$ cat config.mk
export PLATFORM = sky130hd
export DESIGN_NAME = ab_blit_queue
export DESIGN_NICKNAME = d
export VERILOG_FILES = /design/src/assert_macros.svh /design/src/ab_blit_pkg.sv /design/src/ab_blit_queue.sv
export SDC_FILE = /design/constraint.sdc
export NUM_CORES = 1
export LEC_CHECK = 0
export ABC_CLOCK_PERIOD_IN_PS = 2100
export BUFFER_PORTS_ARGS = -buffer_cell sky130_fd_sc_hd__buf_2
export CAP_MARGIN = 20
export CELL_PAD_IN_SITES_DETAIL_PLACEMENT = 2
export CELL_PAD_IN_SITES_GLOBAL_PLACEMENT = 2
export CORE_MARGIN = 5
export CORE_UTILIZATION = 36
export DETAILED_ROUTE_END_ITERATION = 8
export PLACE_DENSITY_LB_ADDON = 0.15
export SYNTH_ARGS = -nofsm -noshare
export SYNTH_HDL_FRONTEND = slang
export SYNTH_SLANG_ARGS = --single-unit
$ cat constraint.sdc
create_clock -name i_clk -period 2.1 [get_ports i_clk]
set_input_delay 0.315 -clock i_clk [delete_from_list [all_inputs] [get_ports i_clk]]
set_output_delay 0.315 -clock i_clk [all_outputs]
set_load 0.05 [all_outputs]
$ cat src/assert_macros.svh
// assertion helpers, clocked on i_clk and disabled while i_rst_n is low
`ifndef ASSERT_MACROS_SVH
`define ASSERT_MACROS_SVH

// same-cycle implication
`define AB_ASSERT_IMP(label, ante, cons, msg) \
    label: assert property (@(posedge i_clk) disable iff (!i_rst_n) (ante) |-> (cons)) \
        else $error(msg);

// next-cycle implication
`define AB_ASSERT_NXT(label, ante, cons, msg) \
    label: assert property (@(posedge i_clk) disable iff (!i_rst_n) (ante) |=> (cons)) \
        else $error(msg);

`endif

$ cat src/ab_blit_pkg.sv
package ab_blit_pkg;

    localparam int DEF_PANEL_WIDTH  = 32;
    localparam int DEF_PANEL_HEIGHT = 8;
    localparam int QUEUE_DEPTH      = 4;

    localparam int CFG_ADDR_W = 3;
    localparam int CFG_DATA_W = 32;
    localparam int POS_W      = 7;
    localparam int PIX_W      = 32;

    localparam logic [CFG_ADDR_W-1:0] CFG_ORIGIN_X     = 3'd0;
    localparam logic [CFG_ADDR_W-1:0] CFG_ORIGIN_Y     = 3'd1;
    localparam logic [CFG_ADDR_W-1:0] CFG_IMAGE_WIDTH  = 3'd2;
    localparam logic [CFG_ADDR_W-1:0] CFG_IMAGE_HEIGHT = 3'd3;
    localparam logic [CFG_ADDR_W-1:0] CFG_BACKGROUND   = 3'd4;

    localparam logic [1:0] REQ_PIXEL = 2'd0;
    localparam logic [1:0] REQ_FILL  = 2'd1;
    localparam logic [1:0] REQ_READ  = 2'd2;

    localparam logic [POS_W-1:0] RST_IMAGE_WIDTH  = 7'd8;
    localparam logic [POS_W-1:0] RST_IMAGE_HEIGHT = 7'd8;

    typedef enum logic [1:0] {
        CMD_PIXEL,
        CMD_FILL,
        CMD_READ
    } t_cmd_kind;

    // one queued command; data is the rgba pixel or the fill colour
    typedef struct packed {
        t_cmd_kind          kind;
        logic               zero;
        logic [PIX_W-1:0]   data;
    } t_cmd;

    typedef enum logic [2:0] {
        BE_IDLE,
        BE_PIX_MUL,
        BE_PIX_WR,
        BE_FILL,
        BE_RD_WAIT
    } t_be_state;

    // floor(x / 255) for x up to 255 * 255
    function automatic logic [7:0] div255(input logic [15:0] x);
        logic [16:0] t;
        t = {1'b0, x} + 17'd1 + {9'd0, x[15:8]};
        return t[15:8];
    endfunction

endpackage

$ cat src/ab_blit_queue.sv
module ab_blit_queue #(
    parameter int DATA_W = 8
) (
    input  logic              i_clk,
    input  logic              i_rst_n,
    input  logic              i_push,
    input  logic [DATA_W-1:0] i_push_data,
    output logic              o_full,
    input  logic              i_pop,
    output logic              o_valid,
    output logic [DATA_W-1:0] o_head
);

    localparam int DEPTH = ab_blit_pkg::QUEUE_DEPTH;
    localparam int PTR_W = $clog2(DEPTH);
    localparam int CNT_W = $clog2(DEPTH + 1);

    logic [DATA_W-1:0] r_mem [DEPTH];
    logic [PTR_W-1:0]  r_wr_ptr;
    logic [PTR_W-1:0]  r_rd_ptr;
    logic [CNT_W-1:0]  r_count;
    logic              do_push;
    logic              do_pop;

    assign o_full  = (r_count == CNT_W'(DEPTH));
    assign o_valid = (r_count != '0);
    assign o_head  = r_mem[r_rd_ptr];
    assign do_push = i_push && !o_full;
    assign do_pop  = i_pop && o_valid;

    always_ff @(posedge i_clk) begin
        if (do_push) begin
            r_mem[r_wr_ptr] <= i_push_data;
        end
    end

    always_ff @(posedge i_clk) begin
        if (!i_rst_n) begin
            r_wr_ptr <= '0;
            r_rd_ptr <= '0;
            r_count  <= '0;
        end else begin
            if (do_push) begin
                r_wr_ptr <= (r_wr_ptr == PTR_W'(DEPTH - 1)) ? '0 : r_wr_ptr + 1'b1;
            end
            if (do_pop) begin
                r_rd_ptr <= (r_rd_ptr == PTR_W'(DEPTH - 1)) ? '0 : r_rd_ptr + 1'b1;
            end
            unique case ({do_push, do_pop})
                2'b10:   r_count <= r_count + 1'b1;
                2'b01:   r_count <= r_count - 1'b1;
                default: r_count <= r_count;
            endcase
        end
    end

endmodule

# ---- Word-level counts from Yosys, hierarchy flattened
# Memory sizes are Yosys's and may differ from the RTL's. A register that Yosys moved wholly into a read port is not among the register bits.
# Index checks and enable logic that the tools add are counted.
dict set report totals {
  inputBits 12
  word_cells 25
  register_bits 7
  n_memories 1
  ram_bits 32
  out_inout_bits 10
}
dict set report op_classes {
  muxes 7
  n_eq_ne 5
  reduce_logical 5
  addsub 4
}
# memory depth width read_ports rd_ports_with_merged_regs write_ports line_no
set memory_table {}
lappend memory_table {r_mem 4 8 1 1 1 ab_blit_queue.sv:18} ;# logic [DATA_W-1:0] r_mem [DEPTH];
# operator count
set ops {}
lappend ops {{$mux 2} 4}
lappend ops {{$eq 2x2->1 const B} 3}
lappend ops {{$pmux 3 s2} 1}
lappend ops {{$add 2x1->2 const B} 2}
lappend ops {{$add 3x1->3 const B} 1}
lappend ops {{$eq 3x3->1 const B} 1}
lappend ops {{$reduce_bool 3->1} 1}
lappend ops {{$sub 3x1->3 const B} 1}
lappend ops {{$eq 2x1->1 const B} 1}
lappend ops {{$logic_and 1x1->1} 2}
lappend ops {{$mux 1} 2}
lappend ops {{$reduce_bool 2->1} 1}
lappend ops {{$logic_not 1->1} 1}

# ---- Logic depth before layout (Yosys ltp)
dict set report depth {
  ltp_word 5
  mapped_depth 10
  mapped_depth_nobuf 9
}

# ---- Least setup slack after synthesis
# No wires, ideal clock.
dict set report synth_path {
  path_type {register to register}
  startpoint {register r_count[2]}
  endpoint {register r_count[2]}
  n_path_buf 1
  slack_ps -487
  setup_ps 76
  path_stages_with_launch 11
  t_required_ps 2024
  arrival_ps 2511
  cell_sequence {dfxtp_1 > nor3b_2 > nor2b_1 > buf_2 > inv_1 > ha_1 > inv_1 > fa_1 > xor2_1 > or3_1 > a21boi_0}
}
dict set report synth_between {
  elab_chain_len 5
  elab_cells_between_ends 11
  classes_between {2 x add/sub; 3 x eq/ne; 1 x mux; 5 x reduce/logical}
}
# element line_no
set synth_lines {}
lappend synth_lines {{from (decl)} ab_blit_queue.sv:21} ;# logic [CNT_W-1:0] r_count;
lappend synth_lines {{from (signal assigned)} ab_blit_queue.sv:50} ;# 2'b10: r_count <= r_count + 1'b1;
lappend synth_lines {{from (signal assigned)} ab_blit_queue.sv:51} ;# 2'b01: r_count <= r_count - 1'b1;
lappend synth_lines {{from (signal assigned)} ab_blit_queue.sv:52} ;# default: r_count <= r_count;
lappend synth_lines {{$eq 3x3->1 (*)} ab_blit_queue.sv:25} ;# assign o_full = (r_count == CNT_W'(DEPTH));
lappend synth_lines {{named net o_full} ab_blit_queue.sv:8} ;# output logic o_full,
lappend synth_lines {{$logic_not 1->1 (*)} ab_blit_queue.sv:28} ;# assign do_push = i_push && !o_full;
lappend synth_lines {{$logic_and 1x1->1 (*)} ab_blit_queue.sv:28}
lappend synth_lines {{$eq 2x1->1 or $eq 2x2->1 (tied branches)} ab_blit_queue.sv:49} ;# unique case ({do_push, do_pop})
lappend synth_lines {{$pmux 3 s2 or $reduce_bool 2->1 (tied branches)} n/a}
# The timed path passes the listed nets; every way through them passes the cells marked *.
# A chain may end at the register's enable or synchronous reset.

# ---- Worst setup path in the final report
dict set report layout_path {
  startpoint {register r_count[2]}
  endpoint {register r_count[2]}
}
dict set report layout_between {
  elab_chain_len 5
  elab_cells_between_ends 11
  classes_between {2 x add/sub; 3 x eq/ne; 1 x mux; 5 x reduce/logical}
}
# element line_no
set layout_lines {}
lappend layout_lines {{$eq 3x3->1} ab_blit_queue.sv:25}
lappend layout_lines {{$logic_not 1->1} ab_blit_queue.sv:28}
lappend layout_lines {{$logic_and 1x1->1} ab_blit_queue.sv:28}
lappend layout_lines {{$eq 2x1->1 or $eq 2x2->1 (tied branches)} ab_blit_queue.sv:49}
lappend layout_lines {{$pmux 3 s2 or $reduce_bool 2->1 (tied branches)} n/a}
# Several ways; a longest one is shown, not always the timed one.

==> results.yml <==
detailed_routing:
  antenna_left: 0
  num_vias: 901
  drt-initial-drc-count: 29
  drt-vias-per-instance: 5.09
  wire_per_inst_um: 20.1
  wirelength_um: 3570
  drcViolationCount: 0
  dr.pass1.iters: 4
power_and_ir_drop:
  p_per_area_nw_per_um2: 1300
  max-vdd-ir-drop_mv: 0.487
  leakagePower_nw: 0.713
  finalPower_w: 0.00253
grt:
  grt_max_degree: 13
  grt_pass1_vias: 1044
  grt_pass1_wl_um: 5620
  track_usage: 0.128
  overflow: 0
  grt_antenna_before_repair: 0
clock_network:
  h-tree-depth: 2
  clkLatencyLatePin_ps: 290
  cts_hold_buffers: 0
  clkTransAtPathRegs_ps: 80
  clockBufferDepth: 2
  cts_tree: "built"
  clock_sinks: 41
  cts_buffers: 5
  root_buffer: "clkbuf_8"
timing:
  slew_headroom: 0.678
  finalHoldViolCount: 0
  fin_worst_skew_ps: 3.89
  rsz0062_at_grt: "false"
  worstMarginPinSlew_ps: 482
  min_period_ps: 1960
  finalWorstSetupSlack_ps: 144
  drv_slew: 0
  fmax_mhz: 511
  finalSetupViolations: 0
  finalCritPeriodShare: 0.932
floorplanning:
  die-area_um2: 6020
  die_h_um: 77.6
  core_um2: 4380
  ios: 22
  start_util: 0.375
  num_rows: 24
  die-width_um: 77.6
run:
  maxCapViolations: 0
finish:
  syn_to_final_growth_pct: 18.6
  drive_gt1_frac: 0.384
  fin_nets: 143
  antenna_cells: 0
worst_setup_path:
  crit_path_frequent_cell: "inv_2"
  crit_path_start_kind: "flip-flop"
  cp_top_family: "simple AND/OR/NAND/NOR gates"
  critPathMaxFanout: 7
  regToRegStartpoint: "r_count[2]"
  arrival_ps: 2180
  crit_slowest_cell: "dfxtp_4"
  cp_cell_sequence: "nor3b_4 > nor2b_4 > inv_2 > ha_4 > inv_2 > fa_2 > xor2_1 > or3_1 > a21boi_1"
  cp_num_buf_inv: 2
  crit_start: "r_count[2]"
  criticalPathCategory: "flip-flop to flip-flop"
  cp.required_ps: 2320
  end_kind: "flip-flop"
  max_stage_delay_ps: 370
synthesis:
  ys_seq_elements: 41
  syn_area_um2: 1650
  synth_top_area_frac: 0.584
  synth.avg_cell_area_um2: 16.8
  synth_most_common_cell: "edfxtp_1"
  async_flop_share: 0
  syn-instance-count: 98
  synth_ff_type: "edfxtp_1"
  synth_top_cells_by_count: "32 x edfxtp_1, 9 x dfxtp_1, 8 x mux4_2, 7 x inv_1, 7 x nand2_1"
  syn_nets: 117
  synth-edff-count: 32
  synth.area.top_cells: "edfxtp_1 58%, dfxtp_1 11%, mux4_2 11%, ha_1 4.6%, and2_1 2.3%"
  synth_seq_area_share: 0.694
  ys_types: 21
  yosysWarnings: 0
  synth_top_area_cell: "edfxtp_1"
hold_path:
  hp-class: "primary input to flip-flop"
  worstHoldStart: "i_push_data[5]"
placed_design:
  place_hpwl_um: 2660
  post-place-ws_ps: -15.5
  port_buffers: 21
  gp_congestion: 0.684
run_status:
  status: "completed"
==> layout by cell type (no fill, tap or decap), types with 2 or more instances in the layout <==
| cell type | netlist | routed |
|---|---|---|
| ha_1 | 6 | 5 |
| o21ai_0 | 4 | 3 |
| and2_1 | 6 | 6 |
| or3_1 | 2 | 2 |
| clkbuf_8 | 0 | 7 |
| edfxtp_1 | 32 | 32 |
| nand3_1 | 2 | 2 |
| nor2_1 | 2 | 2 |
| inv_2 | 0 | 2 |
| mux2i_1 | 2 | 2 |
| inv_1 | 7 | 5 |
| mux4_2 | 8 | 8 |
| buf_4 | 0 | 2 |
| dfxtp_1 | 9 | 6 |
| nand2_1 | 7 | 7 |
| buf_2 | 2 | 21 |
| dfxtp_4 | 0 | 2 |
==> state kept, by name, summed over array words and instances, names as in the netlist, named ones only <==
register	count
r_rd_ptr	2
r_wr_ptr	2
r_mem	32
r_count	3
==> final timing paths <==
kind	end	slack, ps	depth (start not counted)
hold reg to reg	r_wr_ptr[1]	500	2
setup reg to reg	r_count[2]	140	9
setup / recovery	r_count[2]	140	9
hold / removal	r_mem[3][5]	240	1
==> through the flow <==
step / utilization / instances / cell area [µm²] / setup TNS (ps) / hold WS [ps]
CTS: 0.443 / 177 / 1940 / 0 / 236
detailed placement: 0.420 / 169 / 1840 / -15.5 / 500
floorplan: - / 98 / 1670 / -261 / 414
finish: 0.445 / 177 / 1950 / 0 / 244
global route: 0.445 / 177 / 1950 / 0 / 231
global placement: 0.420 / 169 / 1840 / 0 / 496
==> worst register-to-register path: stages, from the launching register on <==
cell,delay (ps)
dfxtp_4,370
nor3b_4,240
nor2b_4,100
inv_2,70
ha_4,130
inv_2,40
fa_2,360
xor2_1,170
or3_1,310
a21boi_1,110
==> timing repair <==
item | CTS | global route
buffers inserted | 0 | 0
gates cloned | 0 | 0
pin swaps | 0 | 1
setup endpoints to repair | 1 | 1
resized for setup | 1 | 3
==> report_power, final <==
part | internal [W] | total [W] | switching (W)
sequential | 0.00100 | 0.00108 | 0.0000786
combinational | 0.000312 | 0.000890 | 0.000577
clock | 0.000297 | 0.000560 | 0.000263
total | 0.00161 | 0.00253 | 0.000919
==> area by class of cell <==
| cell class | instances | area, µm² |
|---|---|---|
| Multi-Input combinational cell | 46 | 489 |
| Fill cell | 430 | 2430 |
| Tap cell | 52 | 65.1 |
| Inverter | 7 | 26.3 |
| Clock buffer | 7 | 96.3 |
| Clock inverter | 1 | 5.00 |
| Timing Repair Buffer | 23 | 120 |
| Sequential cell | 41 | 1150 |
==> logic make-up (layout without fill, tap and decap cells) <==
logic type               count (synthesis)  in the layout  share of synthesized area
XOR/XNOR                                 2              2                     0.0106
AND/OR/NAND/NOR                         21             21                     0.0684
multiplexers                            10             10                      0.122
flip-flops                              41             41                      0.694
AO/OA/AOI/OAI                            6              6                     0.0213
buffers and inverters                   11             38                     0.0266
adder cells (fa/ha/maj)                  7              7                     0.0578
==> layer usage <==
layer / vias to the layer above / track usage / routed length [µm]
li1: 411 / - / -
met1: 466 / 0.131 / 1380
met2: 18 / 0.240 / 1990
met3: 6 / 0.0405 / 138
met4: 0 / 0.0464 / 59
met5: - / 0 / 0
No activity file was read; power rests on OpenSTA's default activity.
