[config.mk]
export PLATFORM = sky130hd
export DESIGN_NAME = ab_blit_front
export DESIGN_NICKNAME = d
export VERILOG_FILES = /design/src/assert_macros.svh /design/src/ab_blit_pkg.sv /design/src/ab_blit_front.sv
export SDC_FILE = /design/constraint.sdc
export NUM_CORES = 1
export LEC_CHECK = 0
export BUFFER_PORTS_ARGS = -buffer_cell sky130_fd_sc_hd__buf_2
export CORE_MARGIN = 2
export CORE_UTILIZATION = 58
export DETAILED_ROUTE_END_ITERATION = 10
export GPL_TIMING_DRIVEN = 0
export PLACE_DENSITY = 0.87
export SLEW_MARGIN = 30
export SYNTH_ARGS = -nofsm -noshare
export SYNTH_HDL_FRONTEND = slang
export SYNTH_SLANG_ARGS = --single-unit
[constraint.sdc]
create_clock -name i_clk -period 9.3 [get_ports i_clk]
set_input_delay 1.395 -clock i_clk [delete_from_list [all_inputs] [get_ports i_clk]]
set_output_delay 1.395 -clock i_clk [all_outputs]
set_load 0.01 [all_outputs]
[src/assert_macros.svh]
// assertion helpers, clocked on i_clk and disabled while i_rst_n is low
`ifndef ASSERT_MACROS_SVH
`define ASSERT_MACROS_SVH

// same-cycle implication
`define AB_ASSERT_IMP(label, ante, cons, msg) \
    label: assert property (@(posedge i_clk) disable iff (!i_rst_n) (ante) |-> (cons)) \
        else $error(msg);

// next-cycle implication
`define AB_ASSERT_NXT(label, ante, cons, msg) \
    label: assert property (@(posedge i_clk) disable iff (!i_rst_n) (ante) |=> (cons)) \
        else $error(msg);

`endif

[src/ab_blit_pkg.sv]
package ab_blit_pkg;

    localparam int DEF_PANEL_WIDTH  = 32;
    localparam int DEF_PANEL_HEIGHT = 8;
    localparam int QUEUE_DEPTH      = 4;

    localparam int CFG_ADDR_W = 3;
    localparam int CFG_DATA_W = 32;
    localparam int POS_W      = 7;
    localparam int PIX_W      = 32;

    localparam logic [CFG_ADDR_W-1:0] CFG_ORIGIN_X     = 3'd0;
    localparam logic [CFG_ADDR_W-1:0] CFG_ORIGIN_Y     = 3'd1;
    localparam logic [CFG_ADDR_W-1:0] CFG_IMAGE_WIDTH  = 3'd2;
    localparam logic [CFG_ADDR_W-1:0] CFG_IMAGE_HEIGHT = 3'd3;
    localparam logic [CFG_ADDR_W-1:0] CFG_BACKGROUND   = 3'd4;

    localparam logic [1:0] REQ_PIXEL = 2'd0;
    localparam logic [1:0] REQ_FILL  = 2'd1;
    localparam logic [1:0] REQ_READ  = 2'd2;

    localparam logic [POS_W-1:0] RST_IMAGE_WIDTH  = 7'd8;
    localparam logic [POS_W-1:0] RST_IMAGE_HEIGHT = 7'd8;

    typedef enum logic [1:0] {
        CMD_PIXEL,
        CMD_FILL,
        CMD_READ
    } t_cmd_kind;

    // one queued command; data is the rgba pixel or the fill colour
    typedef struct packed {
        t_cmd_kind          kind;
        logic               zero;
        logic [PIX_W-1:0]   data;
    } t_cmd;

    typedef enum logic [2:0] {
        BE_IDLE,
        BE_PIX_MUL,
        BE_PIX_WR,
        BE_FILL,
        BE_RD_WAIT
    } t_be_state;

    // floor(x / 255) for x up to 255 * 255
    function automatic logic [7:0] div255(input logic [15:0] x);
        logic [16:0] t;
        t = {1'b0, x} + 17'd1 + {9'd0, x[15:8]};
        return t[15:8];
    endfunction

endpackage

[src/ab_blit_front.sv]
module ab_blit_front #(
    parameter int PANEL_WIDTH  = ab_blit_pkg::DEF_PANEL_WIDTH,
    parameter int PANEL_HEIGHT = ab_blit_pkg::DEF_PANEL_HEIGHT,
    parameter int ADDR_W       = $clog2(PANEL_WIDTH * PANEL_HEIGHT)
) (
    input  logic                                i_clk,
    input  logic                                i_rst_n,
    input  logic                                i_s_tvalid,
    output logic                                o_s_tready,
    input  logic [39:0]                         i_s_tdata,
    input  logic [2:0]                          i_s_tuser,
    input  logic                                i_cfg_valid,
    output logic                                o_cfg_ready,
    input  logic [ab_blit_pkg::CFG_ADDR_W-1:0]  i_cfg_addr,
    input  logic [ab_blit_pkg::CFG_DATA_W-1:0]  i_cfg_data,
    input  logic                                i_full,
    output logic                                o_push,
    output ab_blit_pkg::t_cmd                   o_push_cmd,
    output logic [ADDR_W-1:0]                   o_push_addr
);

    localparam int PW = ab_blit_pkg::POS_W;

    logic [PW-1:0]  r_origin_x;
    logic [PW-1:0]  r_origin_y;
    logic [PW-1:0]  r_width;
    logic [PW-1:0]  r_height;
    logic [31:0]    r_background;
    logic [PW-1:0]  r_col;
    logic [PW-1:0]  r_row;
    logic [PW-1:0]  n_col;
    logic [PW-1:0]  n_row;

    logic           accept;
    logic [1:0]     req;
    logic           first;
    logic [PW-1:0]  cur_col;
    logic [PW-1:0]  cur_row;
    logic           active;
    logic [8:0]     pos_x;
    logic [8:0]     pos_y;
    logic           on_panel;
    logic [4:0]     rd_col;
    logic [2:0]     rd_row;
    logic           rd_in_range;

    assign o_s_tready  = !i_full;
    assign o_cfg_ready = 1'b1;
    assign accept      = i_s_tvalid && o_s_tready;
    assign req         = i_s_tuser[1:0];
    assign first       = i_s_tuser[2];
    assign rd_col      = i_s_tdata[36:32];
    assign rd_row      = i_s_tdata[39:37];

    assign cur_col = first ? '0 : r_col;
    assign cur_row = first ? '0 : r_row;
    assign active  = (r_width != '0) && (r_height != '0) && (cur_row < r_height);

    // signed origin plus unsigned position, nine bits cover -64 .. 190
    assign pos_x = {{2{r_origin_x[PW-1]}}, r_origin_x} + {2'b00, cur_col};
    assign pos_y = {{2{r_origin_y[PW-1]}}, r_origin_y} + {2'b00, cur_row};
    assign on_panel = !pos_x[8] && !pos_y[8]
                   && (32'(pos_x[7:0]) < PANEL_WIDTH)
                   && (32'(pos_y[7:0]) < PANEL_HEIGHT);

    assign rd_in_range = (32'(rd_col) < PANEL_WIDTH) && (32'(rd_row) < PANEL_HEIGHT);

    always_comb begin
        n_col = cur_col + 7'd1;
        n_row = cur_row;
        if (n_col >= r_width) begin
            n_col = '0;
            n_row = cur_row + 7'd1;
        end
    end

    always_comb begin
        o_push           = 1'b0;
        o_push_cmd.kind  = ab_blit_pkg::CMD_PIXEL;
        o_push_cmd.zero  = 1'b0;
        o_push_cmd.data  = i_s_tdata[31:0];
        o_push_addr      = '0;
        unique case (req)
            ab_blit_pkg::REQ_PIXEL: begin
                o_push      = accept && active && on_panel;
                o_push_addr = ADDR_W'(32'(pos_y[7:0]) * PANEL_WIDTH + 32'(pos_x[7:0]));
            end
            ab_blit_pkg::REQ_FILL: begin
                o_push          = accept;
                o_push_cmd.kind = ab_blit_pkg::CMD_FILL;
                o_push_cmd.data = r_background;
            end
            ab_blit_pkg::REQ_READ: begin
                o_push          = accept;
                o_push_cmd.kind = ab_blit_pkg::CMD_READ;
                o_push_cmd.zero = !rd_in_range;
                if (rd_in_range) begin
                    o_push_addr = ADDR_W'(32'(rd_row) * PANEL_WIDTH + 32'(rd_col));
                end
            end
            default: begin
                o_push = 1'b0;
            end
        endcase
    end

    always_ff @(posedge i_clk) begin
        if (!i_rst_n) begin
            r_col <= '0;
            r_row <= '0;
        end else if (accept && (req == ab_blit_pkg::REQ_PIXEL)) begin
            if (active) begin
                r_col <= n_col;
                r_row <= n_row;
            end else begin
                r_col <= cur_col;
                r_row <= cur_row;
            end
        end
    end

    always_ff @(posedge i_clk) begin
        if (!i_rst_n) begin
            r_origin_x   <= '0;
            r_origin_y   <= '0;
            r_width      <= ab_blit_pkg::RST_IMAGE_WIDTH;
            r_height     <= ab_blit_pkg::RST_IMAGE_HEIGHT;
            r_background <= '0;
        end else if (i_cfg_valid && o_cfg_ready) begin
            unique case (i_cfg_addr)
                ab_blit_pkg::CFG_ORIGIN_X:     r_origin_x   <= i_cfg_data[PW-1:0];
                ab_blit_pkg::CFG_ORIGIN_Y:     r_origin_y   <= i_cfg_data[PW-1:0];
                ab_blit_pkg::CFG_IMAGE_WIDTH:  r_width      <= i_cfg_data[PW-1:0];
                ab_blit_pkg::CFG_IMAGE_HEIGHT: r_height     <= i_cfg_data[PW-1:0];
                ab_blit_pkg::CFG_BACKGROUND:   r_background <= i_cfg_data;
                default: begin
                end
            endcase
        end
    end

endmodule

# Word-level counts from Yosys, hierarchy flattened
# Index checks and enable logic that the tools add are counted.
# totals
register_bits	74
latchBits	0
mem_bits_rw	0
rom_bits	0
inputBits	83
out_inout_bits	46
mem_count	0
# op_classes
add_sub_neg	6
mul	0
n_div	0
order_cmp	4
n_eq_ne	6
shift	0
n_mux	10
bitwise_logic	0
n_reduce_logical	22
# op_table
op	n
$mux W7	6
$mux W32	1
$add A7 B8 Y9	2
$pmux W8 S2	1
$add A7 B1 Y7 const B	2
$reduce_bool A7 Y1	2
$reduce_and A2 Y1	5
$logic_and A1 B1 Y1	9
$add A8 B5 Y8	1
$add A8 B8 Y8	1
$lt A8 B4 Y1 const B	1
$lt A8 B6 Y1 const B	1
$ge A7 B7 Y1	1
$lt A7 B7 Y1	1
$eq A3 B2 Y1 const B	2
$pmux W2 S2	1
$eq A3 B1 Y1 const B	1
$eq A3 B3 Y1 const B	1
$logic_not A1 Y1	3
$logic_not A3 Y1	1
$eq A2 B1 Y1 const B	1
$eq A2 B2 Y1 const B	1
$logic_not A2 Y1	1
$pmux W1 S2	1
$reduce_or A2 Y1	1

# Logic depth before layout (Yosys ltp)
# depth
depth_word	8
ltp_mapped	17
depth_no_buf	14

# Least setup slack after synthesis
# Ideal clock, no wire load.
# synth_path
path_kind	input to output
startpoint	in i_s_tuser[2]
endpoint	out o_push_addr[7]
arrival_time_ps	4672
required_time_ps	7905
path_slack_ps	3233
path_stages	17
n_path_buf	3
path_cell_list	buf_6 > buf_2 > buf_1 > nor2b_1 > ha_1 > a21o_1 > a31oi_1 > a21boi_2 > o31ai_1 > xnor2_1 > ha_1 > inv_1 > fa_1 > xor2_1 > xnor2_1 > or3_1 > nand3_1
# synth_between
elab_chain_cells	4
elab_cells_between_ends	6
cone_classes	add/sub (3); mux (3)
# synth_rtl
item	line_no	text
from (decl)	ab_blit_front.sv:11	input logic [2:0] i_s_tuser,
$mux W7 (on tied branches)	ab_blit_front.sv:56, ab_blit_front.sv:55	
$add A7 B8 Y9 (on tied branches)	ab_blit_front.sv:61, ab_blit_front.sv:60	
$add A8 B8 Y8 *	ab_blit_front.sv:86	o_push_addr = ADDR_W'(32'(pos_y[7:0]) * PANEL_WIDTH + 32'(pos_x[7:0]));
$pmux W8 S2 *	ab_blit_front.sv:83	unique case (req)
to (decl)	ab_blit_front.sv:19	output logic [ADDR_W-1:0] o_push_addr
# Every way passes the cells marked *; elsewhere a longest branch is shown, timed or not.

# Worst setup path after layout
# Same ends and word-level chain as after synthesis.

==> results summary <==
The flow ran to the end, and the final reports show no timing, DRC or antenna violations. The number of H-tree levels is 3. Summing all multi-input logic gate instances after layout gives 3130 um^2. The maximum count of clock buffers along a single path came out at 2. The maximum number of pins on one net before global-route repair is 13. The number of hold violations in the final report came out at 0. The total internal power is 0.583 mW. The setup-violating endpoint count in the final report came out at 0. The final wirelength is 14,700 um.

The category of cells accounting for the largest share of critical-path delay is compound AO/OA/AOI/OAI gates. The global routing usage on met1 is 36.7%. The worst hold path begins at r_background[16]$_SDFFE_PN0P_. The clock period could shrink to 6.93 ns. The total negative slack is 0 ns. The type of element launching the critical path is a primary input. In this run the worst setup path begins at i_s_tuser[2].

The clock net sink count came out at 74. In this run the post-CTS setup repair buffer count came out at 0. The number of antenna-violating nets in the routed design is 0. The placer's final routability congestion estimate came out at 0.906. The number of placed instances with taps included is 870. The most used flip-flop cell after synthesis is dfxtp_1.

The cell sitting at the root of the clock tree is a clkbuf_8. Clock tree synthesis inserted a total of 9 buffers. The total via count in the routed design came out at 5,226. The post-cts hold buffer count came out at 0. After floorplanning, the core was divided into 33 placement rows. The worst IR drop on VDD came out at 0.000123 V. The via-per-instance ratio came out at 5.90. The clock network latency to the later pin of the worst-skew pair is 0.35 ns. The number of max-slew violations in the final report is 0. The cell type with the highest aggregate area in the netlist is dfxtp_1.

The dominant cell by count in the synthesized netlist is nand2_1. The number of global-route vias before repair came out at 5,056. The share of synthesized registers carrying an async set or reset is 0%.

The number of synthesis warnings came out at 0. The number of antenna violations at the first check in global routing is 0. The final core utilization is 72.4%. Max-cap violations in this run came to 0. The number of filler instances in the final layout came out at 634. The sequential share of power is 42.5%. The critical path's slowest cell is o31ai_1. The cell that appears most often on the critical path is buf_2.

The first-pass GRT wire length came out at 23,100 um. The clock network power share is 43.5%. The total leakage power is 2.59 nW. For this run the aggregate overflow at the end of global routing stands at 0.

The number of antenna diodes in the final layout is 0. In this run, synthesis inferred 0 flip-flops with an integrated enable. Data arrives at the worst endpoint at 5.53 ns. The post-cts sizing count is 0. The area of the core region came out at 8220 um^2. After layout, the worst path uses 74.5% of the clock period. Together, buffers and inverters on the worst path number 6.

Summed over its instances, the top area cell type makes up 30.1% of the synthesized netlist area. The number of library cell types mapped by synthesis came out at 67. The die covers 9230 um^2. Net switching is 24.4% of the power.

The average wire per cell in the routed design is 16.6 um. The power density over cell area is 130 nW/um^2. The vertical die dimension is 96.1 um.

The worst hold slack came out at 0.458 ns. The number of buffers added on ports came out at 126. The pre-CTS setup slack is 2.41 ns.

For this design the total switching power over the nets is 0.188 mW. After legalization and detailed placement, the total HPWL measured 11,300 um. For this run, design rule violations remaining after detail routing come to 0. The critical path class is in2out. The maximum frequency from static timing analysis came out at 144 MHz. The synthesis-to-finish area growth is 20.9%. The signal on the critical path passes through buf_2, buf_6, buf_2, buf_1, nor2b_1, ha_1, a21o_1, a31oi_1, a21boi_2, o31ai_1, xnor2_1, ha_1, inv_1, fa_1, xor2_1, xnor2_1, or3_1, nand3_1, buf_2. The register bit total from synthesis came out at 74. Sequential cells were found to cover 30.1% of the synthesized design area.

The starting density of the core is 59.8%. The setup skew after layout is 0.00824 ns. The start of the worst register-to-register path is r_row[3]$_SDFFE_PN0P_. On the worst path, the slowest cell contributes a delay of 0.56 ns.

In this run the worst path has a maximum fanout of 10. The share of layout cells above drive strength 1 is 24.2%. By count the netlist is led by 130 x nand2_1, 74 x dfxtp_1, 63 x a21oi_1. At the pin with the least slew margin, the transition time is 0.807 ns. The first routing iteration left 284 violations. The remaining max-slew budget at the tightest pin is 45.5%. For the worst setup path, the data required time is 7.91 ns. The combinational cell fraction of total power is 14.0%. The final standard cell count with taps included and fillers excluded is 886. The type of element capturing the critical path is a primary output. The total area of sequential cells came out at 1480 um^2. The fraction of met3 tracks used by global routing is 6.34%. The number of nets at the end of the flow is 887. The clock-pin transition on the worst setup and hold timing paths is 0.07 ns. For this run, the detailed router's first-pass iteration total came to 7. The synthesized netlist net count is 750.

The met2 layer usage reported by global route came out at 56.7%. The TritonCTS clock tree is yes. After synthesis, the cell types taking the most area are dfxtp_1 30%, nand2_1 9.9%, mux2_2 7.3%, ha_1 6.9%, a21oi_1 6.4%.

The global routing stage identified its most utilized layer as met2. Setup slack on the critical path of the routed design comes to 2.37 ns. The post-synthesis instance total came out at 639. Global routing consumed, over all layers together, 32.1% of the routing resources. For this design the top-level I/O count stands at 129. The synthesized netlist occupies a cell area of 4920 um^2. The mean area per synthesized cell is 7.70 um^2. The path type of the worst min-delay path is reg2reg. Setup repair after global routing left no endpoint under its margin.

The overall die width is 96.1 um.
stage by stage:
stage               area (um^2)  power [mW]
floorplan                  4920       0.393
global placement           5680       0.437
detailed placement         5680       0.441
CTS                        5950       0.769
global route               5950       0.794
finish                     5950       0.771
metal layers:
| metal | part of all wire (%) | routed length [um] |
|---|---|---|
| met3 | 8.8 | 1290 |
| met4 | 3.8 | 554 |
| met1 | 39 | 5670 |
| met2 | 49 | 7150 |
| met5 | 0 | 0 |
path summary, 6_finish.rpt:
path,endpoint,slack [ns],cells after the start
max,o_push_addr[7],2.37,19
min,r_background[16]$_SDFFE_PN0P_,0.46,2
max reg2reg,r_col[2]$_SDFFE_PN0P_,5.66,12
min reg2reg,r_background[16]$_SDFFE_PN0P_,0.46,2
cells by family (layout without fill, tap and decap cells):
group                    after synthesis  count (layout)  synth area share, %
XOR/XNOR                              18              18                 3.21
adder cells (fa/ha/maj)               29              29                 7.48
AO/OA/AOI/OAI                        147             147                 19.4
AND/OR/NAND/NOR                      245             245                 22.6
other                                  2               2                0.153
multiplexers                          49              49                 10.8
buffers and inverters                 75             217                 6.26
flip-flops                            74              74                 30.1
cells in the final DEF (no fill, tap or decap), types with 7 or more instances in the layout:
cell,n
and3_1,9
dfxtp_1,74
buf_1,7
o21ai_0,25
clkbuf_1,30
a21oi_1,63
nor2_1,40
ha_1,27
mux2i_1,17
mux2_2,32
nand2_1,130
clkbuf_8,10
xnor2_1,13
buf_2,129
nand3_1,19
inv_1,31
nor2b_1,12
power groups by stage:
stage / Sequential, mW / Clock, mW / Combinational [mW]
6_report: 0.328 / 0.335 / 0.108
5_1_grt: 0.328 / 0.348 / 0.117
4_1_cts: 0.327 / 0.335 / 0.107
3_5_place_dp: 0.335 / 0 / 0.106
3_3_place_gp: 0.334 / 0 / 0.103
2_1_floorplan: 0.333 / 0 / 0.0600
registers in the layout, indices dropped and copies added (netlist names):
signal / count
r_col: 7
r_row: 7
r_height: 7
r_origin_y: 7
r_width: 7
r_background: 32
r_origin_x: 7
tightest hold or removal path: stages (launching register included):
cell and delay (ns):
dfxtp_1 0.31, nand2_1 0.05, a21oi_1 0.05
final cells by class:
class	count	area share (%)
Sequential cell	74	24.9
Tap cell	105	2.21
Timing Repair Buffer	126	10.6
Multi-Input combinational cell	490	52.6
Inverter	31	1.96
Buffer	44	3.22
Clock inverter	5	2.10
Clock buffer	11	2.38
(Power assumes the default switching activity.)
